## config.mk

```make
export PLATFORM = sky130hd
export DESIGN_NAME = script_token_scanner
export DESIGN_NICKNAME = d
export VERILOG_FILES = /design/src/design/sts_pkg.sv /design/src/design/sts_front.sv /design/src/design/sts_queue.sv /design/src/design/script_token_scanner.sv
export VERILOG_INCLUDE_DIRS = /design/src /design/src/design
export SDC_FILE = /design/constraint.sdc
export NUM_CORES = 2
export LEC_CHECK = 0
export BUFFER_PORTS_ARGS = -buffer_cell sky130_fd_sc_hd__buf_2
export CAP_MARGIN = 20
export CORE_ASPECT_RATIO = 0.75
export CORE_MARGIN = 4
export CORE_UTILIZATION = 40
export CTS_CLUSTER_SIZE = 10
export DETAILED_ROUTE_END_ITERATION = 6
export PLACE_DENSITY = 0.53
export SYNTH_ARGS = -nofsm -noshare
export SYNTH_HDL_FRONTEND = slang
export SYNTH_SLANG_ARGS = --single-unit
export TNS_END_PERCENT = 30
```

## constraint.sdc

```tcl
create_clock -name clk -period 9.3 [get_ports clk]
set_input_delay 0.465 -clock clk [delete_from_list [all_inputs] [get_ports clk]]
set_output_delay 0.465 -clock clk [all_outputs]
set_load 0.1 [all_outputs]
```

## src/design/script_token_scanner_assert.svh

```systemverilog
// Assertion macros for the token scanner.
// Used by the queue module; needs a clock named clk and a reset named arst_n.
`ifndef SCRIPT_TOKEN_SCANNER_ASSERT_SVH
`define SCRIPT_TOKEN_SCANNER_ASSERT_SVH

// Condition holds on every clock edge out of reset.
`define STS_ALWAYS(label, cond, msg) \
	label: assert property (@(posedge clk) disable iff (!arst_n) (cond)) else $error(msg);

// Antecedent on one edge implies consequent on the next.
`define STS_NEXT(label, ante, cons, msg) \
	label: assert property (@(posedge clk) disable iff (!arst_n) (ante) |=> (cons)) \
		else $error(msg);

`endif

```

## src/design/sts_pkg.sv

```systemverilog
// Types and constants shared by the token scanner modules.
// No dependencies.
`timescale 1ns / 1ps

package sts_pkg;

	typedef struct packed {
		logic [6:0]  kind;
		logic [31:0] offset;
		logic [15:0] length;
		logic [23:0] line;
		logic        line_start;
		logic [20:0] char_value;
	} rec_t;

	typedef struct packed {
		logic [1:0]      count;
		rec_t [2:0]      rec;
	} bundle_t;

	localparam logic [6:0] K_LPAREN    = 7'd0;
	localparam logic [6:0] K_RPAREN    = 7'd1;
	localparam logic [6:0] K_LBRACE    = 7'd2;
	localparam logic [6:0] K_RBRACE    = 7'd3;
	localparam logic [6:0] K_LBRACKET  = 7'd4;
	localparam logic [6:0] K_RBRACKET  = 7'd5;
	localparam logic [6:0] K_PLUS      = 7'd6;
	localparam logic [6:0] K_MINUS     = 7'd7;
	localparam logic [6:0] K_SLASH     = 7'd8;
	localparam logic [6:0] K_STAR      = 7'd9;
	localparam logic [6:0] K_PERCENT   = 7'd11;
	localparam logic [6:0] K_CARET     = 7'd12;
	localparam logic [6:0] K_TILDE     = 7'd13;
	localparam logic [6:0] K_BANG      = 7'd16;
	localparam logic [6:0] K_QUESTION  = 7'd17;
	localparam logic [6:0] K_LT        = 7'd18;
	localparam logic [6:0] K_GT        = 7'd19;
	localparam logic [6:0] K_EQUALS    = 7'd20;
	localparam logic [6:0] K_LTEQ      = 7'd21;
	localparam logic [6:0] K_GTEQ      = 7'd22;
	localparam logic [6:0] K_EQEQ      = 7'd23;
	localparam logic [6:0] K_PLUSEQ    = 7'd24;
	localparam logic [6:0] K_MINUSEQ   = 7'd25;
	localparam logic [6:0] K_STAREQ    = 7'd26;
	localparam logic [6:0] K_SLASHEQ   = 7'd27;
	localparam logic [6:0] K_BANGEQ    = 7'd28;
	localparam logic [6:0] K_SEMICOLON = 7'd34;
	localparam logic [6:0] K_COLON     = 7'd36;
	localparam logic [6:0] K_COMMA     = 7'd37;
	localparam logic [6:0] K_DOT       = 7'd38;
	localparam logic [6:0] K_ARROW     = 7'd39;
	localparam logic [6:0] K_NUMBER    = 7'd40;
	localparam logic [6:0] K_STRING    = 7'd41;
	localparam logic [6:0] K_IDENT     = 7'd42;
	localparam logic [6:0] K_EOF       = 7'd61;
	localparam logic [6:0] K_INVALID   = 7'd62;
	localparam logic [6:0] K_CHAR      = 7'd63;
	localparam logic [6:0] K_WARN      = 7'd64;
	localparam logic [6:0] K_NONE      = 7'd127;

	localparam logic [20:0] CH_NUL    = 21'd0;
	localparam logic [20:0] CH_TAB    = 21'd9;
	localparam logic [20:0] CH_LF     = 21'd10;
	localparam logic [20:0] CH_CR     = 21'd13;
	localparam logic [20:0] CH_ESCAPE = 21'd27;
	localparam logic [20:0] CH_SPACE  = 21'd32;
	localparam logic [20:0] CH_QUOTE  = 21'd34;
	localparam logic [20:0] CH_DOT    = 21'd46;
	localparam logic [20:0] CH_SLASH  = 21'd47;
	localparam logic [20:0] CH_EQUALS = 21'd61;
	localparam logic [20:0] CH_GT     = 21'd62;
	localparam logic [20:0] CH_BSLASH = 21'd92;

	localparam int KW_COUNT = 15;
	localparam logic [63:0] KW_WORD [KW_COUNT] = '{
		"break", "continue", "else", "false", "for", "fun", "if", "init",
		"let", "nil", "print", "return", "true", "var", "while"};
	localparam logic [3:0] KW_LEN [KW_COUNT] = '{
		4'd5, 4'd8, 4'd4, 4'd5, 4'd3, 4'd3, 4'd2, 4'd4,
		4'd3, 4'd3, 4'd5, 4'd6, 4'd4, 4'd3, 4'd5};
	localparam logic [6:0] KW_KIND [KW_COUNT] = '{
		7'd53, 7'd54, 7'd57, 7'd45, 7'd51, 7'd47, 7'd55, 7'd59,
		7'd49, 7'd46, 7'd60, 7'd50, 7'd44, 7'd48, 7'd52};

	function automatic logic [6:0] single_kind(input logic [20:0] c);
		case (c)
			21'd59:  single_kind = K_SEMICOLON;
			21'd123: single_kind = K_LBRACE;
			21'd125: single_kind = K_RBRACE;
			21'd91:  single_kind = K_LBRACKET;
			21'd93:  single_kind = K_RBRACKET;
			21'd40:  single_kind = K_LPAREN;
			21'd41:  single_kind = K_RPAREN;
			21'd58:  single_kind = K_COLON;
			21'd46:  single_kind = K_DOT;
			21'd44:  single_kind = K_COMMA;
			21'd94:  single_kind = K_CARET;
			21'd126: single_kind = K_TILDE;
			21'd37:  single_kind = K_PERCENT;
			21'd63:  single_kind = K_QUESTION;
			default: single_kind = K_NONE;
		endcase
	endfunction

	function automatic logic [6:0] pair_kind(input logic [20:0] c);
		case (c)
			21'd61:  pair_kind = K_EQUALS;
			21'd33:  pair_kind = K_BANG;
			21'd62:  pair_kind = K_GT;
			21'd60:  pair_kind = K_LT;
			21'd43:  pair_kind = K_PLUS;
			21'd42:  pair_kind = K_STAR;
			21'd45:  pair_kind = K_MINUS;
			21'd47:  pair_kind = K_SLASH;
			default: pair_kind = K_NONE;
		endcase
	endfunction

	function automatic logic [6:0] with_equals(input logic [6:0] k);
		case (k)
			K_EQUALS: with_equals = K_EQEQ;
			K_BANG:   with_equals = K_BANGEQ;
			K_GT:     with_equals = K_GTEQ;
			K_LT:     with_equals = K_LTEQ;
			K_PLUS:   with_equals = K_PLUSEQ;
			K_STAR:   with_equals = K_STAREQ;
			K_MINUS:  with_equals = K_MINUSEQ;
			K_SLASH:  with_equals = K_SLASHEQ;
			default:  with_equals = k;
		endcase
	endfunction

endpackage

```

## src/design/sts_front.sv

```systemverilog
// Front end of the token scanner: accepts code points and classifies them.
// Holds scan state and builds up to three records per code point. Uses sts_pkg.
`timescale 1ns / 1ps

module sts_front #(
	parameter int KEYWORD_CHARS = 8,
	parameter int LINE_BITS     = 24,
	parameter int OFFSET_BITS   = 32
) (
	input  logic              clk,
	input  logic              arst_n,
	input  logic              take,
	input  logic              room,
	input  logic [20:0]       code_point,
	output logic              store,
	output sts_pkg::bundle_t  bundle
);

	localparam int KW_IW = $clog2(KEYWORD_CHARS);

	typedef enum logic [3:0] {
		M_IDLE, M_NUM, M_NUMDOT, M_FRAC, M_IDENT, M_STR, M_ESC, M_OPER, M_COMMENT
	} mode_t;

	mode_t                  mode_q, mode_n;
	logic [6:0]             held_q, held_n;
	logic [OFFSET_BITS-1:0] pos_q, pos_n, start_q, start_n;
	logic [15:0]            bytes_q, bytes_n;
	logic [LINE_BITS-1:0]   line_q, line_n;
	logic                   als_q, als_n;
	logic [7:0]             kw_q [KEYWORD_CHARS];
	logic [7:0]             kw_n [KEYWORD_CHARS];
	logic [7:0]             kw_we;
	logic [2:0]             sz;
	logic [1:0]             cnt;
	sts_pkg::rec_t [2:0]    recs;
	logic                   do_idle;
	logic                   is_dig, is_head, match;
	logic [6:0]             ikind, k1, k2;
	logic [16:0]            idx;
	logic [20:0]            c;
	logic [20:0]            esc_v;
	logic                   esc_ok;

	function automatic sts_pkg::rec_t mk(
		input logic [6:0]             kind,
		input logic [OFFSET_BITS-1:0] off,
		input logic [16:0]            len,
		input logic [LINE_BITS-1:0]   line,
		input logic                   ls,
		input logic [20:0]            ch
	);
		logic [63:0] ow;
		logic [63:0] lw;
		ow = 64'(off);
		lw = 64'(line);
		mk.kind       = kind;
		mk.offset     = ow[31:0];
		mk.length     = (len > 17'h0FFFF) ? 16'hFFFF : len[15:0];
		mk.line       = (lw > 64'hFFFFFF) ? 24'hFFFFFF : lw[23:0];
		mk.line_start = ls;
		mk.char_value = ch;
	endfunction

	function automatic logic [15:0] sat_add(input logic [15:0] b, input logic [2:0] n);
		logic [16:0] t;
		t = 17'(b) + 17'(n);
		sat_add = t[16] ? 16'hFFFF : t[15:0];
	endfunction

	assign c       = code_point;
	assign is_dig  = (c >= 21'd48) && (c <= 21'd57);
	assign is_head = ((c >= 21'd97) && (c <= 21'd122)) || ((c >= 21'd65) && (c <= 21'd90))
		|| (c == 21'd95) || (c >= 21'h80);

	always_comb begin
		if (c < 21'h80)
			sz = 3'd1;
		else if (c < 21'h800)
			sz = 3'd2;
		else if (c < 21'h10000)
			sz = 3'd3;
		else
			sz = 3'd4;
	end

	always_comb begin
		ikind = sts_pkg::K_IDENT;
		if (bytes_q <= 16'(KEYWORD_CHARS)) begin
			for (int e = sts_pkg::KW_COUNT - 1; e >= 0; e--) begin
				match = (16'(sts_pkg::KW_LEN[e]) == bytes_q);
				for (int i = 0; i < 8; i++) begin
					if (i < int'(sts_pkg::KW_LEN[e]) &&
						kw_q[KW_IW'(i)] !=
						sts_pkg::KW_WORD[e][8*(int'(sts_pkg::KW_LEN[e])-1-i) +: 8])
						match = 1'b0;
				end
				if (match)
					ikind = sts_pkg::KW_KIND[e];
			end
		end else begin
			match = 1'b0;
		end
	end

	always_comb begin
		esc_ok = 1'b1;
		case (c)
			sts_pkg::CH_BSLASH: esc_v = sts_pkg::CH_BSLASH;
			21'd110:            esc_v = sts_pkg::CH_LF;
			21'd114:            esc_v = sts_pkg::CH_CR;
			21'd116:            esc_v = sts_pkg::CH_TAB;
			21'd101:            esc_v = sts_pkg::CH_ESCAPE;
			sts_pkg::CH_QUOTE:  esc_v = sts_pkg::CH_QUOTE;
			default: begin
				esc_v  = '0;
				esc_ok = 1'b0;
			end
		endcase
	end

	assign k1 = sts_pkg::pair_kind(c);
	assign k2 = sts_pkg::single_kind(c);

	always_comb begin
		mode_n  = mode_q;
		held_n  = held_q;
		start_n = start_q;
		bytes_n = bytes_q;
		line_n  = line_q;
		als_n   = als_q;
		kw_we   = '0;
		for (int i = 0; i < KEYWORD_CHARS; i++)
			kw_n[i] = kw_q[i];
		cnt     = 2'd0;
		recs    = '0;
		do_idle = 1'b0;
		idx     = '0;

		case (mode_q)
			M_NUM, M_FRAC: begin
				if (is_dig)
					bytes_n = sat_add(bytes_n, 3'd1);
				else if (c == sts_pkg::CH_DOT && mode_q == M_NUM)
					mode_n = M_NUMDOT;
				else begin
					recs[cnt] = mk(sts_pkg::K_NUMBER, start_n, 17'(bytes_n), line_n, als_n, '0);
					cnt = cnt + 2'd1;
					als_n = 1'b0;
					do_idle = 1'b1;
				end
			end
			M_NUMDOT: begin
				if (is_dig) begin
					bytes_n = sat_add(bytes_n, 3'd2);
					mode_n  = M_FRAC;
				end else begin
					recs[cnt] = mk(sts_pkg::K_NUMBER, start_n, 17'(bytes_n), line_n, als_n, '0);
					cnt = cnt + 2'd1;
					recs[cnt] = mk(sts_pkg::K_DOT, pos_q - OFFSET_BITS'(1), 17'd1, line_n,
						1'b0, '0);
					cnt = cnt + 2'd1;
					als_n = 1'b0;
					do_idle = 1'b1;
				end
			end
			M_IDENT: begin
				if (is_head || is_dig) begin
					for (int k = 0; k < 4; k++) begin
						idx = 17'(bytes_n) + 17'(k);
						if (k < int'(sz) && idx < 17'(KEYWORD_CHARS)) begin
							kw_n[idx[KW_IW-1:0]] = (k == 0 && c < 21'h80) ? c[7:0] : 8'd0;
							kw_we[k] = 1'b1;
						end
					end
					bytes_n = sat_add(bytes_n, sz);
				end else begin
					recs[cnt] = mk(ikind, start_n, 17'(bytes_n), line_n, als_n, '0);
					cnt = cnt + 2'd1;
					als_n = 1'b0;
					do_idle = 1'b1;
				end
			end
			M_STR, M_ESC: begin
				if (c == sts_pkg::CH_NUL) begin
					recs[cnt] = mk(sts_pkg::K_INVALID, start_n, 17'd1, line_n, als_n, '0);
					cnt = cnt + 2'd1;
					als_n = 1'b0;
					mode_n = M_IDLE;
					recs[cnt] = mk(sts_pkg::K_EOF, pos_q, 17'd0, line_n, als_n, '0);
					cnt = cnt + 2'd1;
				end else begin
					if (c == sts_pkg::CH_LF && line_n != '1)
						line_n = line_n + LINE_BITS'(1);
					bytes_n = sat_add(bytes_n, sz);
					if (mode_q == M_ESC) begin
						mode_n = M_STR;
						if (esc_ok)
							recs[cnt] = mk(sts_pkg::K_CHAR, pos_q - OFFSET_BITS'(1), 17'd2,
								line_n, 1'b0, esc_v);
						else
							recs[cnt] = mk(sts_pkg::K_WARN, pos_q - OFFSET_BITS'(1), 17'd1,
								line_n, 1'b0, '0);
						cnt = cnt + 2'd1;
					end else if (c == sts_pkg::CH_QUOTE) begin
						recs[cnt] = mk(sts_pkg::K_STRING, start_n, 17'(bytes_n), line_n,
							als_n, '0);
						cnt = cnt + 2'd1;
						als_n = 1'b0;
						mode_n = M_IDLE;
					end else if (c == sts_pkg::CH_BSLASH) begin
						mode_n = M_ESC;
					end else begin
						recs[cnt] = mk(sts_pkg::K_CHAR, pos_q, 17'(sz), line_n, 1'b0, c);
						cnt = cnt + 2'd1;
					end
				end
			end
			M_OPER: begin
				if (held_q == sts_pkg::K_SLASH && c == sts_pkg::CH_SLASH) begin
					mode_n = M_COMMENT;
				end else if (c == sts_pkg::CH_EQUALS) begin
					bytes_n = sat_add(bytes_n, 3'd1);
					recs[cnt] = mk(sts_pkg::with_equals(held_q), start_n, 17'(bytes_n), line_n,
						als_n, '0);
					cnt = cnt + 2'd1;
					als_n = 1'b0;
					mode_n = M_IDLE;
				end else if (held_q == sts_pkg::K_MINUS && c == sts_pkg::CH_GT) begin
					bytes_n = sat_add(bytes_n, 3'd1);
					recs[cnt] = mk(sts_pkg::K_ARROW, start_n, 17'(bytes_n), line_n, als_n, '0);
					cnt = cnt + 2'd1;
					als_n = 1'b0;
					mode_n = M_IDLE;
				end else begin
					recs[cnt] = mk(held_q, start_n, 17'(bytes_n), line_n, als_n, '0);
					cnt = cnt + 2'd1;
					als_n = 1'b0;
					do_idle = 1'b1;
				end
			end
			M_COMMENT: begin
				if (c == sts_pkg::CH_NUL || c == sts_pkg::CH_LF)
					do_idle = 1'b1;
			end
			default: begin
				do_idle = 1'b1;
			end
		endcase

		if (do_idle) begin
			mode_n = M_IDLE;
			if (c == sts_pkg::CH_NUL) begin
				recs[cnt] = mk(sts_pkg::K_EOF, pos_q, 17'd0, line_n, als_n, '0);
				cnt = cnt + 2'd1;
				als_n = 1'b0;
			end else if (c == sts_pkg::CH_SPACE || c == sts_pkg::CH_TAB ||
				c == sts_pkg::CH_CR) begin
				mode_n = M_IDLE;
			end else if (c == sts_pkg::CH_LF) begin
				if (line_n != '1)
					line_n = line_n + LINE_BITS'(1);
				als_n = 1'b1;
			end else begin
				start_n = pos_q;
				bytes_n = '0;
				if (is_dig) begin
					mode_n  = M_NUM;
					bytes_n = 16'd1;
				end else if (is_head) begin
					mode_n = M_IDENT;
					for (int k = 0; k < 4; k++) begin
						if (k < int'(sz)) begin
							kw_n[KW_IW'(k)] = (k == 0 && c < 21'h80) ? c[7:0] : 8'd0;
							kw_we[4+k] = 1'b1;
						end
					end
					bytes_n = 16'(sz);
				end else if (c == sts_pkg::CH_QUOTE) begin
					mode_n  = M_STR;
					bytes_n = 16'd1;
				end else if (k1 != sts_pkg::K_NONE) begin
					mode_n  = M_OPER;
					held_n  = k1;
					bytes_n = 16'd1;
				end else begin
					recs[cnt] = mk((k2 != sts_pkg::K_NONE) ? k2 : sts_pkg::K_INVALID, pos_q,
						17'd1, line_n, als_n, '0);
					cnt = cnt + 2'd1;
					als_n = 1'b0;
				end
			end
		end

		pos_n = (c != sts_pkg::CH_NUL) ? pos_q + OFFSET_BITS'(sz) : pos_q;
	end

	assign store        = take && room && (cnt != 2'd0);
	assign bundle.count = cnt;
	assign bundle.rec   = recs;

	always_ff @(posedge clk or negedge arst_n) begin
		if (!arst_n) begin
			mode_q  <= M_IDLE;
			held_q  <= '0;
			pos_q   <= '0;
			start_q <= '0;
			bytes_q <= '0;
			line_q  <= LINE_BITS'(1);
			als_q   <= 1'b1;
		end else if (take && room) begin
			mode_q  <= mode_n;
			held_q  <= held_n;
			pos_q   <= pos_n;
			start_q <= start_n;
			bytes_q <= bytes_n;
			line_q  <= line_n;
			als_q   <= als_n;
		end
	end

	always_ff @(posedge clk) begin
		if (take && room && (kw_we != '0)) begin
			for (int i = 0; i < KEYWORD_CHARS; i++)
				kw_q[i] <= kw_n[i];
		end
	end

endmodule

```

## src/design/sts_queue.sv

```systemverilog
// Back end of the token scanner: queue of record bundles and serialiser.
// Hands out one record per pop. Uses sts_pkg and the assertion header.
`timescale 1ns / 1ps
`include "script_token_scanner_assert.svh"

module sts_queue (
	input  logic             clk,
	input  logic             arst_n,
	input  logic             store,
	input  sts_pkg::bundle_t bundle,
	output logic             full,
	output logic             empty,
	input  logic             pop,
	output sts_pkg::rec_t    head,
	output logic             last
);

	localparam int DEPTH = 4;
	localparam int PW    = $clog2(DEPTH);

	sts_pkg::bundle_t mem_q [DEPTH];
	logic [PW-1:0]    wr_q, rd_q;
	logic [PW:0]      occ_q;
	logic [1:0]       idx_q;
	sts_pkg::bundle_t top_b;
	logic             done;

	assign top_b = mem_q[rd_q];
	assign full  = (occ_q == (PW+1)'(DEPTH));
	assign empty = (occ_q == '0);
	assign head  = top_b.rec[idx_q];
	assign last  = (idx_q == top_b.count - 2'd1);
	assign done  = pop && !empty && last;

	always_ff @(posedge clk) begin
		if (store && !full)
			mem_q[wr_q] <= bundle;
	end

	always_ff @(posedge clk or negedge arst_n) begin
		if (!arst_n) begin
			wr_q  <= '0;
			rd_q  <= '0;
			occ_q <= '0;
			idx_q <= '0;
		end else begin
			if (store && !full)
				wr_q <= wr_q + PW'(1);
			if (done) begin
				rd_q  <= rd_q + PW'(1);
				idx_q <= '0;
			end else if (pop && !empty) begin
				idx_q <= idx_q + 2'd1;
			end
			occ_q <= occ_q + (PW+1)'(store && !full) - (PW+1)'(done);
		end
	end

	`STS_ALWAYS(a_occ_bound, occ_q <= (PW+1)'(DEPTH), "queue occupancy beyond depth")
	`STS_ALWAYS(a_store_nonempty, !store || bundle.count != 2'd0, "empty bundle stored")
	`STS_ALWAYS(a_idx_range, empty || idx_q < top_b.count, "record index past bundle")
	`STS_NEXT(a_drain, done && occ_q == (PW+1)'(1) && !store, empty, "queue not empty after drain")

endmodule

```

## src/design/script_token_scanner.sv

```systemverilog
// Top level of the token scanner: front classifier feeding a bundle queue.
// Depends on sts_pkg, sts_front and sts_queue.
//
// channel  | handshake          | payload
// input    | push / full        | code_point
// result   | pop / empty        | token_kind .. char_value, last
//
// One code point is taken per cycle while the four-bundle queue has room.
// Each code point yields zero to three records; the queue drains one record per cycle while pop is high.
// Sustained rate is one code point per cycle when results average at most one each.
// Reset clears scan state and the queue; full and empty follow the queue occupancy.
`timescale 1ns / 1ps

module script_token_scanner #(
	parameter int KEYWORD_CHARS = 8,
	parameter int LINE_BITS     = 24,
	parameter int OFFSET_BITS   = 32
) (
	input  logic        clk,
	input  logic        arst_n,
	input  logic        push,
	output logic        full,
	input  logic [20:0] code_point,
	output logic        empty,
	input  logic        pop,
	output logic [6:0]  token_kind,
	output logic [31:0] token_offset,
	output logic [15:0] token_length,
	output logic [23:0] token_line,
	output logic        line_start,
	output logic [20:0] char_value,
	output logic        last
);

	logic             store;
	sts_pkg::bundle_t bundle;
	sts_pkg::rec_t    head;

	sts_front #(
		.KEYWORD_CHARS(KEYWORD_CHARS),
		.LINE_BITS(LINE_BITS),
		.OFFSET_BITS(OFFSET_BITS)
	) u_front (
		.clk(clk),
		.arst_n(arst_n),
		.take(push),
		.room(!full),
		.code_point(code_point),
		.store(store),
		.bundle(bundle)
	);

	sts_queue u_queue (
		.clk(clk),
		.arst_n(arst_n),
		.store(store),
		.bundle(bundle),
		.full(full),
		.empty(empty),
		.pop(pop),
		.head(head),
		.last(last)
	);

	assign token_kind   = head.kind;
	assign token_offset = head.offset;
	assign token_length = head.length;
	assign token_line   = head.line;
	assign line_start   = head.line_start;
	assign char_value   = head.char_value;

endmodule
```

Word-level counts from Yosys, hierarchy flattened

Memories as Yosys holds them, arrays and structs flattened.
Cells that the tools add are included.

Memories kept: 2
Output and inout port bits: 104
Bits in writable memories: 1,284
Flip-flop bits (word level): 125
Input bits: 25

Mux-type cells: 275
Magnitude comparators: 30
Reduce and logical (&&, ||, !) cells: 45
$add $sub $neg: 15
Bitwise gates (word level): 16
Equality and inequality tests: 111

Memory list:

| memory        | words | width | read ports | clocked after memory_dff | wr ports | line            | text |
|---|---|---|---|---|---|---|---|
| u_queue.mem_q | 4     | 305   | 1          | 0                        | 1        | sts_queue.sv:21 | `sts_pkg::bundle_t mem_q [DEPTH];` |
| u_front.kw_q  | 8     | 8     | 8          | 0                        | 8        | sts_front.sv:31 | `logic [7:0] kw_q [KEYWORD_CHARS];` |

Operator list:

| cell                                                                     | number |
|---|---|
| 303-bit 2-to-1 mux                                                       | 8 |
| 101-bit 2-to-1 mux                                                       | 10 |
| 64-bit 2-to-1 mux                                                        | 12 |
| 303-bit bitwise mux                                                      | 2 |
| 101-bit case mux with 5 select lines                                     | 1 |
| 100-bit 2-to-1 mux                                                       | 4 |
| 21-bit by 6-bit == test with 1-bit output (second input constant)        | 18 |
| 8-bit by 7-bit inequality test with 1-bit output (second input constant) | 45 |
| 16-bit 2-to-1 mux                                                        | 17 |
| 21-bit by 7-bit == test with 1-bit output (second input constant)        | 12 |
| 101-bit binary-select mux with 2-bit select                              | 1 |
| 101-bit demux with 2-bit select                                          | 1 |
| 201-bit 2-to-1 mux                                                       | 1 |
| 100-bit case mux with 2 select lines                                     | 1 |
| 64-bit AND                                                               | 3 |
| 24-bit 2-to-1 mux                                                        | 8 |
| 32-bit 2-to-1 mux                                                        | 6 |
| 64-bit NOT                                                               | 3 |
| 1-bit 2-to-1 mux                                                         | 119 |
| 7-bit 2-to-1 mux                                                         | 16 |
| 7-bit case mux with 8 select lines                                       | 2 |
| 4-bit 2-to-1 mux                                                         | 25 |
| 7-bit case mux with 14 select lines                                      | 1 |
| 8-bit demux with 3-bit select                                            | 4 |
| 74 further kinds                                                         | 172 |

Depth between registers and ports, before layout

An unclocked memory read counts as a cell.

Depth in word-level cells: 35
Gate-level depth with buffers: 19

Cells and area by module

Synthesis repeated with hierarchy kept, for this count alone.

Cells, all modules: 4,689
Area total of the unflattened synthesis: 65,571.6 sq um

Modules (own cells, without submodules):

| module               | cells each | area an instance (sq um) | sequential area each (sq um) | instances |
|---|---|---|---|---|
| sts_queue            | 1,988      | 46,484.6                 | 36,860.4                     | 1 |
| sts_front            | 2,700      | 19,083.3                 | 4,802.1                      | 1 |
| script_token_scanner | 1          | 3.8                      | 0.0                          | 1 |

Least setup slack after synthesis

OpenSTA, ideal clock, no wires.

Kind: input to register
From: input port code_point[7]
To: memory u_queue.mem_q[2][0] (netlist name), enable pin
Stages: 12
Slack: 0.546 ns
Required time: 8.677 ns
Setup time: 0.623 ns
Path buffers: 2
Arrival time: 8.131 ns
Cells stage by stage: buf_4 or4b_4 nor3_1 nand3_1 a21oi_2 a21oi_1 or3_1 buf_2 nand2_1 nor2_1 a211oi_4 and2_1

Longest elaborated chain between the ends: 22
Elaborated cells between the ends (all ways): 72
Classes of those cells: add/sub: 1; order compare: 7; eq/ne: 17; mux: 30; reduce/logical: 17

Ends and longest elaborated chain:

| item                                                                                                                                    | line                               | text |
|---|---|---|
| start, declared                                                                                                                         | script_token_scanner.sv:23         | `input logic [20:0] code_point,` |
| 21-bit by 7-bit greater-or-equal comparator with 1-bit output / 21-bit by 7-bit <= comparator with 1-bit output (equally long branches) | sts_front.sv:73                    | `assign is_head = ((c >= 21'd97) && (c <= 21'd122)) \|\| ((c >= 21'd65) && (c <= 21'd90))` |
| 1-bit logical AND                                                                                                                       | sts_front.sv:73                    |  |
| 1-bit logical OR                                                                                                                        | sts_front.sv:73                    |  |
| 1-bit logical OR (2 in a row)                                                                                                           | sts_front.sv:74                    | `\|\| (c == 21'd95) \|\| (c >= 21'h80);` |
| 1-bit logical OR                                                                                                                        | sts_front.sv:168                   | `if (is_head \|\| is_dig) begin` |
| 1-bit 2-to-1 mux                                                                                                                        | sts_front.sv:168                   |  |
| 2-bit case mux with 5 select lines                                                                                                      | sts_front.sv:140                   | `case (mode_q)` |
| 2-bit by 1-bit adder with 2-bit output                                                                                                  | sts_front.sv:255, sts_front.sv:289 |  |
| [5 not listed]                                                                                                                          | n/a                                |  |
| 2-bit 2-to-1 mux                                                                                                                        | sts_front.sv:257                   | `end else if (c == sts_pkg::CH_SPACE \|\| c == sts_pkg::CH_TAB \|\|` |
| 2-bit 2-to-1 mux                                                                                                                        | sts_front.sv:253                   | `if (c == sts_pkg::CH_NUL) begin` |
| 2-bit 2-to-1 mux (*)                                                                                                                    | sts_front.sv:251                   | `if (do_idle) begin` |
| 2-bit nonzero test (*)                                                                                                                  | sts_front.sv:298                   | `assign store = take && room && (cnt != 2'd0);` |
| 1-bit logical AND (*)                                                                                                                   | sts_front.sv:298                   |  |
| 1-bit logical AND (*)                                                                                                                   | sts_queue.sv:36                    | `if (store && !full)` |
| 1-bit 2-to-1 mux (*)                                                                                                                    | sts_queue.sv:36                    |  |
| 1-bit 2-to-1 mux (not written as such) (*)                                                                                              | sts_queue.sv:37                    | `mem_q[wr_q] <= bundle;` |
| end, declared                                                                                                                           | sts_queue.sv:21                    |  |

Mark *: on every way between the ends. The rest lies on a longest branch, timed or not.

Final worst setup path

From: input port code_point[11]
To: memory u_queue.mem_q[2][140] (netlist name), enable pin

Same word-level chain as after synthesis.

==> metrics.yaml <==
clock_tree:
  clock-root-buffer: "clkbuf_16"
  clk-insertion-delay-late_ns: 0.77
  cts_tree: "yes"
  clock_sinks: 1120
  cts_buffer_depth: 3
  htree_levels: 4
  numCtsBuffers: 134
  cts_hold_buffers: 1
  clk_pin_slew_ns: 0.05
  cts_setup_buffers: 0
  cts_resized: 0
timing:
  rsz0062_at_grt: "no"
  setup_viol: 0
  finalClockSkew_ns: 0.0540
  slew_viol_final: 0
  timing.setup.tns_ns: 0
  tightest_slew_ns: 1.22
  hold_violations: 0
  max_freq_mhz: 175
  holdWs_ns: 0.121
  finalCriticalPeriod_ns: 5.70
  max-slew-margin-rel: 0.173
  finalCritPeriodShare: 0.613
place:
  place_congestion: 0.932
  io_buffers: 128
  dp.final_hpwl_mm: 100
  placed_area_um2: 56400
  dp_cells: 5727
yosys:
  synth_edf_count: 996
  synth_ff_type: "edfxtp_1"
  ys_seq_area_frac: 0.613
  yosysUniqueCellTypes: 111
  synthCells: 4031
  synthesis.area_um2: 53900
  syn_avg_cell_area_um2: 13.4
  async_reset_ff_frac: 0.111
  ys_seq_elements: 1120
  ys_warn_count: 0
setup_path:
  critPathRequiredTime_ns: 9.67
  reg2reg_depth: 11
  r2r_start: "u_front.held_q[1]$_DFFE_PN0P_"
  timing.rr.end: "u_queue.mem_q[2][140]$_DFFE_PP_"
  crit_type: "input pin to flop"
  arrival_ns: 6.08
  crit_top_cell: "nor2_1"
  slowest_delay_ns: 0.80
  ff2ff_setup_slack_ns: 3.63
  critPathCaptureType: "flop"
  crit_fanout: 51
  cp-start-kind: "input pin"
  crit_chain: "buf_2 > nor3_2 > and4_1 > nand3_1 > nor2_1 > nor2_1 > or3_1 > nand2_1 > nor2_1 > a211oi_4 > and2_4 > buf_4"
  cp_slowest_cell: "and4_1"
die:
  top_level_ports: 129
  floorplan.initialDensity: 0.403
  die_h_um: 326
  core_region_area_um2: 134000
  die-area_um2: 141000
  die_w_um: 432
  row_count: 116
layout:
  drive_gt1_frac: 0.176
  fin_area_um2: 60400
  synthToLayoutAreaGrowth_pct: 12.0
  fin_nets: 4150
  stdcell_count: 5960
grt:
  grt_use_total: 0.220
  grt_antenna_before_repair: 7
  grt-ovfl-total: 0
  grt_pass1_vias: 35068
  grt_first_pass_wirelength_mm: 235
  grt_max_degree: 112
status:
  status: "finished clean"
route:
  ant_nets: 0
  via_count: 35517
  drc: 0
  wl_per_cell_um: 26.2
  initialDrtViolationCount: 3911
  totalWireLength_mm: 156
  drt_first_pass_iters: 6
  routed_via_density: 5.96
hold_path:
  worstHoldStart: "code_point[15]"
  holdPathEnd: "u_queue.mem_q[1][15]$_DFFE_PP_"
  hold_path_class: "input pin to flop"
  worstHoldPathCells: 2
pwr:
  cellPowerDensity_nw_per_um2: 362
  ir_drop_uv: 277
  leakagePower_nw: 20.2
job:
  timing.max_cap.violations: 0
==> sequential cells by signal, summed over array words and instances, names as in the netlist <==
signal,cells
u_front.als_q,1
u_front.bytes_q,16
u_front.held_q,6
u_front.kw_q,64
u_front.line_q,24
u_front.mode_q,4
u_front.pos_q,32
u_front.start_q,32
u_queue.idx_q,2
u_queue.mem_q,932
u_queue.occ_q,3
u_queue.rd_q,2
u_queue.wr_q,2
==> layout make-up <==
class	instances	area (µm²)
Tap cell	1770	2210
Clock buffer	205	3660
Inverter	58	218
Multi-Input combinational cell	2573	19600
Clock inverter	23	312
Timing Repair Buffer	207	1360
Antenna cell	4	10.0
Fill cell	12093	73300
Sequential cell	1120	33000
==> routing by layer <==
layer  vias to the layer above  global-route usage  routed length [µm]
li1                      15748                   -                   -
met1                     18201               0.334               72500
met2                      1355               0.325               69600
met3                       213              0.0380               10500
met4                         0              0.0602                3340
met5                         -                   0                   0
==> Yosys cell counts, types with 19 or more instances <==
master      n  area [µm²]
edfxtp_1  996       29900
nand2_1   277        1040
o31ai_1    45         338
buf_2      47         235
mux2i_1    77         771
clkbuf_1  165         619
nor4_1     39         244
nand2b_1   29         181
mux2_2     36         405
nand3_1    85         425
xor2_1     44         385
buf_1      59         221
nor2_1    360        1350
nor2b_1    79         494
ha_1       28         350
a31oi_1    31         194
a21oi_1   190         951
o22ai_1    27         169
nor3_1    108         541
or3_1      42         263
nand4_1    51         319
and2_1     63         394
mux4_2    234        5270
inv_1      58         218
dfrtp_1   122        3050
or4_1      19         143
xnor2_1    67         587
and3_1     26         163
o21ai_0   274        1370
==> how the worst max path moves through the flow <==
| stage | slack, ns | end | start |
|---|---|---|---|
| after detailed placement | 2.89 | u_queue.mem_q[2][194]$_DFFE_PP_ | code_point[11] |
| after CTS | 3.69 | u_queue.mem_q[2][140]$_DFFE_PP_ | code_point[11] |
| after floorplan | 0.55 | u_queue.mem_q[2][0]$_DFFE_PP_ | code_point[7] |
| after global placement | 3.02 | u_queue.mem_q[2][239]$_DFFE_PP_ | code_point[11] |
| final | 3.60 | u_queue.mem_q[2][140]$_DFFE_PP_ | code_point[11] |
| after global routing | 3.27 | u_queue.mem_q[2][140]$_DFFE_PP_ | u_front.held_q[1]$_DFFE_PN0P_ |
==> power breakdown <==
group	switching [mW]	internal, mW	total (mW)	leakage (nW)
clock network	2.04	2.78	4.82	1.90
registers	0.473	6.89	7.36	10.9
logic	7.11	2.57	9.68	7.38
==> cells by family (layout without fill, tap and decap cells) <==
kind of cell    count (synthesis)  count (layout)  share of synthesized area
mux                           348             348                      0.120
xor+xnor                      111             111                     0.0180
fa+ha+maj                      31              31                    0.00762
flops                        1120            1120                      0.613
buf+inv                       345             493                     0.0264
compound gates                788             788                     0.0927
other cells                     1              12                  0.0000696
simple gates                 1287            1287                      0.123
==> placed cells by master, fill, tap and decap left out, types with 59 or more instances in the layout <==
cell type,netlist,routed
nor2_1,360,360
clkbuf_1,165,68
mux2i_1,77,77
nor2b_1,79,77
nand3_1,85,85
edfxtp_1,996,996
and2_1,63,59
o21ai_0,274,272
buf_4,14,69
a21oi_1,190,188
dfrtp_1,122,118
mux4_2,234,234
nand2_1,277,275
clkbuf_16,0,135
buf_2,47,127
nor3_1,108,105
xnor2_1,67,67
==> through the flow <==
stage	worst slack (ns)	util	power, mW
floorplan	0.546	-	14.6
global placement	3.02	0.422	17.2
detailed placement	2.89	0.422	17.2
CTS	3.69	0.451	22.1
global route	3.27	0.451	22.9
finish	3.60	0.451	21.9
==> critical path: cells and delay by family <==
family / cells / cell delay [ns]
buf+inv: 2 / 0.81
simple gates: 9 / 4.19
compound gates: 1 / 0.44
No activity file was read; power rests on OpenSTA's default activity.
